`config.mk`:
```
export PLATFORM = sky130hd
export DESIGN_NAME = button_click_classifier_flat
export DESIGN_NICKNAME = d
export VERILOG_FILES = /design/src/design/bcc_pkg.sv /design/src/design/bcc_ifs.sv /design/src/design/bcc_step.sv /design/src/design/button_click_classifier.sv /design/src/flat_wrapper.sv
export SDC_FILE = /design/constraint.sdc
export NUM_CORES = 1
export LEC_CHECK = 0
export BUFFER_PORTS_ARGS = -buffer_cell sky130_fd_sc_hd__buf_2
export CAP_MARGIN = 15
export CORE_MARGIN = 1
export CORE_UTILIZATION = 45
export CTS_CLUSTER_DIAMETER = 150
export DETAILED_ROUTE_END_ITERATION = 10
export SLEW_MARGIN = 10
export SYNTH_ARGS = -nofsm -noshare
export SYNTH_HDL_FRONTEND = slang
export SYNTH_SLANG_ARGS = --single-unit
```
`constraint.sdc`:
```
create_clock -name clk_i -period 6.65 [get_ports clk_i]
set_input_delay 0.665 -clock clk_i [delete_from_list [all_inputs] [get_ports clk_i]]
set_output_delay 0.665 -clock clk_i [all_outputs]
set_load 0.03 [all_outputs]
```
`src/design/bcc_pkg.sv`:
```
`timescale 1ns / 1ps
`default_nettype none

package bcc_pkg;

  typedef enum logic [2:0] {
    EV_NONE   = 3'd0,
    EV_PRESS  = 3'd1,
    EV_SHORT  = 3'd2,
    EV_DOUBLE = 3'd3,
    EV_LONG   = 3'd4
  } event_e;

  localparam int unsigned CfgIdxW  = 2;
  localparam int unsigned CfgDataW = 8;

  localparam logic [CfgIdxW-1:0] REG_LONG_PRESS = 2'd0;
  localparam logic [CfgIdxW-1:0] REG_DCLICK_MIN = 2'd1;
  localparam logic [CfgIdxW-1:0] REG_DCLICK_MAX = 2'd2;
  localparam logic [CfgIdxW-1:0] REG_IDLE_GAP   = 2'd3;

  localparam logic [7:0] LONG_PRESS_RST = 8'd100;
  localparam logic [5:0] DCLICK_MIN_RST = 6'd5;
  localparam logic [5:0] DCLICK_MAX_RST = 6'd32;
  localparam logic [5:0] IDLE_GAP_RST   = 6'd34;

  localparam logic [7:0] LONG_PRESS_CAP = 8'hFE;
  localparam logic [5:0] GAP_SAT        = 6'd63;

  typedef struct packed {
    logic [7:0] long_press_ticks;
    logic [5:0] dclick_min;
    logic [5:0] dclick_max;
    logic [5:0] idle_gap;
  } cfg_t;

  typedef struct packed {
    logic [7:0] history;
    logic [7:0] hold_count;
    logic [5:0] gap_count;
  } state_t;

endpackage

`default_nettype wire

```
`src/design/bcc_ifs.sv`:
```
`timescale 1ns / 1ps
`default_nettype none

// Key sample channel: one level per word.
interface bcc_key_if;
  logic valid;
  logic ready;
  logic key_level;

  modport source (output valid, output key_level, input ready);
  modport sink (input valid, input key_level, output ready);
endinterface

// Event channel: one classification code per word.
interface bcc_evt_if;
  logic       valid;
  logic       ready;
  logic [2:0] event_res;

  modport source (output valid, output event_res, input ready);
  modport sink (input valid, input event_res, output ready);
endinterface

`default_nettype wire

```
`src/design/bcc_step.sv`:
```
`timescale 1ns / 1ps
`default_nettype none

module bcc_step (
  input  wire logic            key_level_i,
  input  wire bcc_pkg::cfg_t   cfg_i,
  input  wire bcc_pkg::state_t state_i,
  output bcc_pkg::state_t      state_o,
  output bcc_pkg::event_e      event_o
);

  logic [7:0] lpt;
  logic [7:0] hist;
  logic [7:0] hold;
  logic [5:0] gap;
  logic       gap_idle;

  always_comb begin
    lpt  = (cfg_i.long_press_ticks == 8'hFF) ? bcc_pkg::LONG_PRESS_CAP
                                             : cfg_i.long_press_ticks;
    hist = {state_i.history[6:0], key_level_i};
    hold = state_i.hold_count;
    gap  = state_i.gap_count;
    event_o = bcc_pkg::EV_NONE;

    if (hist[2:0] == 3'b100) begin
      event_o = bcc_pkg::EV_PRESS;
      hold    = 8'd0;
    end

    gap_idle = (gap >= cfg_i.idle_gap);
    if (hist[3:0] == 4'b0011) begin
      if ((gap <= cfg_i.dclick_max) && (gap > cfg_i.dclick_min)) begin
        event_o = bcc_pkg::EV_DOUBLE;
      end else if ((hold != (lpt + 8'd1)) && gap_idle) begin
        event_o = bcc_pkg::EV_SHORT;
      end
      if (gap_idle) begin
        gap = 6'd0;
      end
    end

    // saturate at idle_gap + 1, never past the counter's top
    if ((gap != bcc_pkg::GAP_SAT) && (gap <= cfg_i.idle_gap)) begin
      gap = gap + 6'd1;
    end

    if (hist[3:0] == 4'b0000) begin
      if (hold < lpt) begin
        hold = hold + 8'd1;
      end else if (hold == lpt) begin
        hold    = hold + 8'd1;
        event_o = bcc_pkg::EV_LONG;
      end
    end

    state_o.history    = hist;
    state_o.hold_count = hold;
    state_o.gap_count  = gap;
  end

endmodule

`default_nettype wire

```
`src/design/button_click_classifier.sv`:
```
// Channel  Dir  Payload         Word
// key_i    in   key_level [0]   one sampled pin level
// evt_o    out  event_res [2:0] one event code per sample
// cfg_*    in   8-bit data      register write, index 0..3
//
// One sample per cycle while the output is not stalled; an accepted sample
// passes the input register, then the result register, before it can leave.
// The classify step is one pass of compare/count logic on the history,
// hold and gap registers, updated as a word moves into the result register.
// A stalled output holds its word; the input register still takes one more.
// Reset restores register defaults, history all ones, counters zero.
`timescale 1ns / 1ps
`default_nettype none

module button_click_classifier (
  input  wire logic                           clk_i,
  input  wire logic                           rst_ni,
  bcc_key_if.sink                             key_i,
  bcc_evt_if.source                           evt_o,
  input  wire logic                           cfg_we_i,
  input  wire logic [bcc_pkg::CfgIdxW-1:0]    cfg_idx_i,
  input  wire logic [bcc_pkg::CfgDataW-1:0]   cfg_data_i
);

  bcc_pkg::cfg_t   cfg_q;
  bcc_pkg::state_t state_q;
  bcc_pkg::state_t state_d;
  bcc_pkg::event_e event_d;
  bcc_pkg::event_e evt_q;

  logic key_q;
  logic in_valid_q;
  logic out_valid_q;
  logic advance;

  assign advance     = in_valid_q && (!out_valid_q || evt_o.ready);
  assign key_i.ready = !in_valid_q || advance;

  assign evt_o.valid     = out_valid_q;
  assign evt_o.event_res = evt_q;

  bcc_step u_step (
    .key_level_i (key_q),
    .cfg_i       (cfg_q),
    .state_i     (state_q),
    .state_o     (state_d),
    .event_o     (event_d)
  );

  always_ff @(posedge clk_i or negedge rst_ni) begin
    if (!rst_ni) begin
      cfg_q.long_press_ticks <= bcc_pkg::LONG_PRESS_RST;
      cfg_q.dclick_min       <= bcc_pkg::DCLICK_MIN_RST;
      cfg_q.dclick_max       <= bcc_pkg::DCLICK_MAX_RST;
      cfg_q.idle_gap         <= bcc_pkg::IDLE_GAP_RST;
    end else if (cfg_we_i) begin
      case (cfg_idx_i)
        bcc_pkg::REG_LONG_PRESS: cfg_q.long_press_ticks <= cfg_data_i;
        bcc_pkg::REG_DCLICK_MIN: cfg_q.dclick_min       <= cfg_data_i[5:0];
        bcc_pkg::REG_DCLICK_MAX: cfg_q.dclick_max       <= cfg_data_i[5:0];
        bcc_pkg::REG_IDLE_GAP:   cfg_q.idle_gap         <= cfg_data_i[5:0];
        default: ;
      endcase
    end
  end

  always_ff @(posedge clk_i or negedge rst_ni) begin
    if (!rst_ni) begin
      in_valid_q  <= 1'b0;
      out_valid_q <= 1'b0;
      state_q     <= '{history: 8'hFF, hold_count: 8'd0, gap_count: 6'd0};
    end else begin
      if (key_i.valid && key_i.ready) begin
        in_valid_q <= 1'b1;
      end else if (advance) begin
        in_valid_q <= 1'b0;
      end

      if (advance) begin
        out_valid_q <= 1'b1;
        state_q     <= state_d;
      end else if (evt_o.ready) begin
        out_valid_q <= 1'b0;
      end
    end
  end

  always_ff @(posedge clk_i) begin
    if (key_i.valid && key_i.ready) begin
      key_q <= key_i.key_level;
    end
    if (advance) begin
      evt_q <= event_d;
    end
  end

endmodule

`default_nettype wire

```
`src/flat_wrapper.sv`:
```
// flat-port wrapper written by rule: the top's interface ports become plain ports
module button_click_classifier_flat 
  (clk_i, rst_ni, cfg_we_i, cfg_idx_i, cfg_data_i, key_i_valid, key_i_key_level, key_i_ready, evt_o_valid, evt_o_event_res, evt_o_ready);
  bcc_key_if key_i_i ();
  bcc_evt_if evt_o_i ();
  input  wire logic clk_i;
  input  wire logic rst_ni;
  input  wire logic cfg_we_i;
  input  wire logic [bcc_pkg::CfgIdxW-1:0] cfg_idx_i;
  input  wire logic [bcc_pkg::CfgDataW-1:0] cfg_data_i;
  input wire logic [$bits(key_i_i.valid)-1:0] key_i_valid;
  input wire logic [$bits(key_i_i.key_level)-1:0] key_i_key_level;
  output wire logic [$bits(key_i_i.ready)-1:0] key_i_ready;
  output wire logic [$bits(evt_o_i.valid)-1:0] evt_o_valid;
  output wire logic [$bits(evt_o_i.event_res)-1:0] evt_o_event_res;
  input wire logic [$bits(evt_o_i.ready)-1:0] evt_o_ready;
  assign key_i_i.valid = key_i_valid;
  assign key_i_i.key_level = key_i_key_level;
  assign key_i_ready = key_i_i.ready;
  assign evt_o_valid = evt_o_i.valid;
  assign evt_o_event_res = evt_o_i.event_res;
  assign evt_o_i.ready = evt_o_ready;
  button_click_classifier u_core (.clk_i(clk_i), .rst_ni(rst_ni), .key_i(key_i_i), .evt_o(evt_o_i), .cfg_we_i(cfg_we_i), .cfg_idx_i(cfg_idx_i), .cfg_data_i(cfg_data_i));
endmodule
```
# Word level (Yosys, flattened, before mapping)
# Index checks and enable logic that the tools add are counted.
# word_totals
in_bits	16
register_bits	49
elab_cells	64
output_inout_bits	5
# classes
reduce_logical	17
addsub	3
n_mux	19
n_eq_ne	9
n_lt_le_gt_ge	5
# op_table
cell	count
$mux W8	5
$mux W3	6
$mux W6	3
$add A8 B1 Y8 const B	2
$le A6 B6 Y1	2
$eq A8 B8 Y1	1
$eq A8 B8 Y1 const B	1
$lt A8 B8 Y1	1
$ne A8 B8 Y1	1
$reduce_and A2 Y1	4
$add A6 B1 Y6 const B	1
$ge A6 B6 Y1	1
$gt A6 B6 Y1	1
$ne A6 B6 Y1 const B	1
$logic_and A1 B1 Y1	5
$mux W1	5
$eq A2 B2 Y1 const B	2
$eq A4 B2 Y1 const B	1
$logic_not A4 Y1	1
$reduce_bool A2 Y1	2
$eq A3 B3 Y1 const B	1
$eq A2 B1 Y1 const B	1
$logic_not A1 Y1	2
$logic_not A2 Y1	1
$logic_or A1 B1 Y1	2

# Depth between registers and ports, before layout
# depth
word_depth	11
depth_mapped	16
ltp_nobuf	15

# Cells and area by module
# From an unflattened synthesis, not the netlist that was laid out.
# hier_totals
hier_cells	338
area_unflattened_um2	3621.0
# by_module_without_submodules
mod	cells_per_inst	area_per_inst_um2	seq_area_each_um2	n_inst
button_click_classifier	115	2025.7	1391.3	1
bcc_step	223	1595.3	0.0	1

# Worst setup path before layout
# Ideal clock, no wire load.
# synth_timing
path_kind	register to register
from	reg u_core.state_q[3] (netlist name)
to	reg u_core.state_q[2] (netlist name)
n_path_buf	1
t_arrival_ps	3407
setup_slack_ps	3163
period_less_slack_ps	3487
setup_time_ps	80
required_ps	6570
stages_incl_launch_ff	15
path_cell_list	dfrtp_1 -> ha_1 -> a21o_1 -> a211oi_1 -> o21ai_0 -> o211ai_1 -> clkbuf_1 -> and2_1 -> ha_1 -> a211oi_1 -> nor2_1 -> o32ai_1 -> nand2_1 -> a211oi_1 -> xnor2_1
# synth_between
elab_chain_cells	6
word_cells_on_any_way	8
cone_classes	add/sub: 1; order compare: 2; eq/ne: 1; mux: 3; reduce/logical: 1
# synth_lines
element	line_no	rtl
start, declared	button_click_classifier.sv:26	bcc_pkg::state_t state_q;
start signal, assigned	button_click_classifier.sv:71	state_q <= '{history: 8'hFF, hold_count: 8'd0, gap_count: 6'd0};
start signal, assigned	button_click_classifier.sv:81	state_q <= state_d;
$ge A6 B6 Y1	bcc_step.sv:31	gap_idle = (gap >= cfg_i.idle_gap);
$mux W6	bcc_step.sv:38	if (gap_idle) begin
$mux W6 *	bcc_step.sv:32	if (hist[3:0] == 4'b0011) begin
$le A6 B6 Y1 / $ne A6 B6 Y1 (equally long branches)	bcc_step.sv:44	if ((gap != bcc_pkg::GAP_SAT) && (gap <= cfg_i.idle_gap)) begin
$logic_and A1 B1 Y1	bcc_step.sv:44	
$mux W6 *	bcc_step.sv:44	
# Mark *: on every way between the ends. The rest lies on a longest branch, timed or not.
# A chain may end at the register's enable or synchronous reset.

# Worst setup path in the final report
# Same ends and word-level chain as after synthesis.

==> reports/results.ini <==
[synth]
netlist_top_cells_area=dfrtp_1 26%, ha_1 13%, dfstp_2 8.9%
syn-cell-area_um2=3260
seq_area_frac_synth_pct=38.6
async_flop_share_pct=91.8
synth_flop_cell=dfrtp_1
synth.most_common_cell=nand2_1
synth_commonest_cells=42 x nand2_1, 35 x ha_1, 34 x dfrtp_1
ys_seq_elements=49
syn_nets=394
synth_largest_area_cell=dfrtp_1
synth_edf_count=4
netlist_instances=343
synth_top_cell_area_share_pct=26.1
yosysWarnings=0
synth.avg_cell_area_um2=9.51
yosysUniqueCellTypes=54

[die]
die_area_um2=7590
io_pins=21
die_h_um=87.1
coreArea_um2=6910
initial_core_util_pct=47.2
row_count=30
die_x_um=87.1

[clock_tree]
post_cts_buffers=0
insertion_delay_ns=0.31
path_clk_slew_ns=0.10
cts_buffers=5
ctsHoldBuffers=0
cts-root-buf=clkbuf_8
htree_levels=2
clk_path_buf_depth=2
cts.sinks=49
ctsResizeCount=0
cts_tree=done

[global_routing]
grt_first_pass_wirelength_um=12000
grt_start_max_net_pins=46
overflow=0
grt_pass1_vias=2462
antenna_found_initial=0
track_usage_pct=20.6

[sta]
slew_violations=0
fin_crit_sh_pct=57.4
finalSetupViolCount=0
maxSlewHeadroom_pct=33.4
max_freq_mhz=262
finalHoldViolations=0
holdWs_ns=0.480
fin_crit_ns=3.81
setup-tns-final_ns=0
fin_skew_ns=0.0103
tightest_slew_ns=0.999
rsz0062_at_grt=no

[final_layout]
design_area_um2=3570
area_growth_pct=9.47
multiInputGateArea_um2=1840
postLayoutCoreUtil_pct=51.7
fillCellCount=683
fin_nets=416
layout-drive-gt1-share_pct=18.6
diodes=0
seq_area_um2=1260

[placed_design]
routabilityCongestion=0.830
place_area_um2=3460
hpwl_um=5390
numPortBuffers=20

[power_and_ir_drop]
p_sw_mw=0.427
power_frac_comb_pct=40.5
ir_drop_mv=0.134
p_int_mw=0.661
clkPwrFrac_pct=17.9
switching_share_pct=39.2
p_seq_share_pct=41.6
power_leakage_nw=1.63
power.density_nw_per_um2=305

[worst_setup_path]
reg2reg_to=u_core.state_q[2]
crit_path_end_kind=flop
reg2reg_depth=14
cp.required_ns=6.89
ff2ff_setup_slack_ns=2.84
cp.arrival_ns=4.05
start_kind=flop
critical_path_class=reg -> reg
critPathMaxFanout=15
rr_startpoint=u_core.state_q[3]

[status]
status=completed

[drt]
drt_pass1_iterations=4
vias_per_cell=5.44
drt_iter0_markers=96
drc=0
wire_per_inst_um=15.0
antenna_left=0
via_count=2512
wl_um=6910

[worst_hold_path]
hold_path_class=reg -> reg
min_from=u_core.state_q[16]
whs_path_depth=2
hold_end=u_core.state_q[16]

[flow_run]
timing.max_cap.violations=0

[how the worst max path moves through the flow]
stage / start / endpoint / slack (ns)
floorplan: u_core.state_q[3] / u_core.state_q[2] / 3.16
global placement: u_core.state_q[3] / u_core.state_q[2] / 2.88
detailed placement: u_core.state_q[3] / u_core.state_q[2] / 2.74
CTS: u_core.state_q[3] / u_core.state_q[2] / 2.72
global route: u_core.state_q[3] / u_core.state_q[2] / 2.52
finish: u_core.state_q[3] / u_core.state_q[2] / 2.84
[through the flow]
step | setup slack (ns) | std cells | total power [mW]
after floorplan | 3.16 | 343 | 0.774
after global placement | 2.88 | 453 | 0.878
after detailed placement | 2.74 | 453 | 0.897
after CTS | 2.72 | 461 | 1.10
after global routing | 2.52 | 462 | 1.20
final | 2.84 | 462 | 1.09
[layer usage]
layer  routed length (µm)  vias up  GRT usage (%)
met5                    0        -              0
met4                   92        0           5.81
met3                  179        8           3.41
met2                 3030       37           31.3
met1                 3620     1192           30.3
li1                     -     1275              -
[critical path, cell delays in order, from the launching register on]
cell and delay [ns]:
dfrtp_1 0.48, ha_1 0.34, a21o_1 0.18, a211oi_1 0.20, o21ai_0 0.12, o211ai_1 0.20
buf_4 0.26, and2_1 0.14, ha_1 0.24, a211oi_1 0.23, nor2_1 0.07, o32ai_1 0.70
nand2_1 0.16, a211oi_1 0.28, xnor2_1 0.15
[layout by cell type, fill, tap and decap left out, types with 8 or more instances in the layout]
cell	netlist	routed
nand2_1	42	42
ha_1	35	35
dfrtp_1	34	34
inv_1	33	33
o21ai_0	20	20
buf_2	0	20
mux2_2	18	18
a21oi_1	13	13
nand3_1	11	11
and2_1	11	11
dfstp_2	11	11
xnor2_1	8	8
[state kept, by name (all words and copies together) (netlist names)]
name / count
u_core.cfg_q: 26
u_core.evt_o.event_res: 3
u_core.evt_o.valid: 1
u_core.in_valid_q: 1
u_core.key_q: 1
u_core.state_q: 17
[cell type report]
type / count / share of cell area (%)
clock buffers: 6 / 2.31
multi-input cells: 251 / 51.5
well taps: 96 / 3.36
clock inverters: 2 / 0.491
flip-flops and latches: 49 / 35.3
inverters: 36 / 3.78
repair buffers: 22 / 3.22
[kinds of logic (layout without fill, tap and decap cells)]
kind of cell             count (synthesis)  after routing  synth area share, %
adder cells (fa/ha/maj)                 35             35                 13.4
AND/OR/NAND/NOR                        119            119                 19.8
AO/OA/AOI/OAI                           64             64                 12.9
XOR/XNOR                                13             13                 3.49
multiplexers                            20             20                 6.83
flip-flops                              49             49                 38.6
buffers and inverters                   43             66                 4.95
[power groups by stage]
stage	combinational (mW)	sequential, mW	clock (mW)
finish	0.440	0.452	0.195
global route	0.517	0.466	0.214
CTS	0.443	0.453	0.202
detailed placement	0.439	0.458	0
global placement	0.424	0.455	0
floorplan	0.343	0.431	0
(Power assumes the default switching activity.)
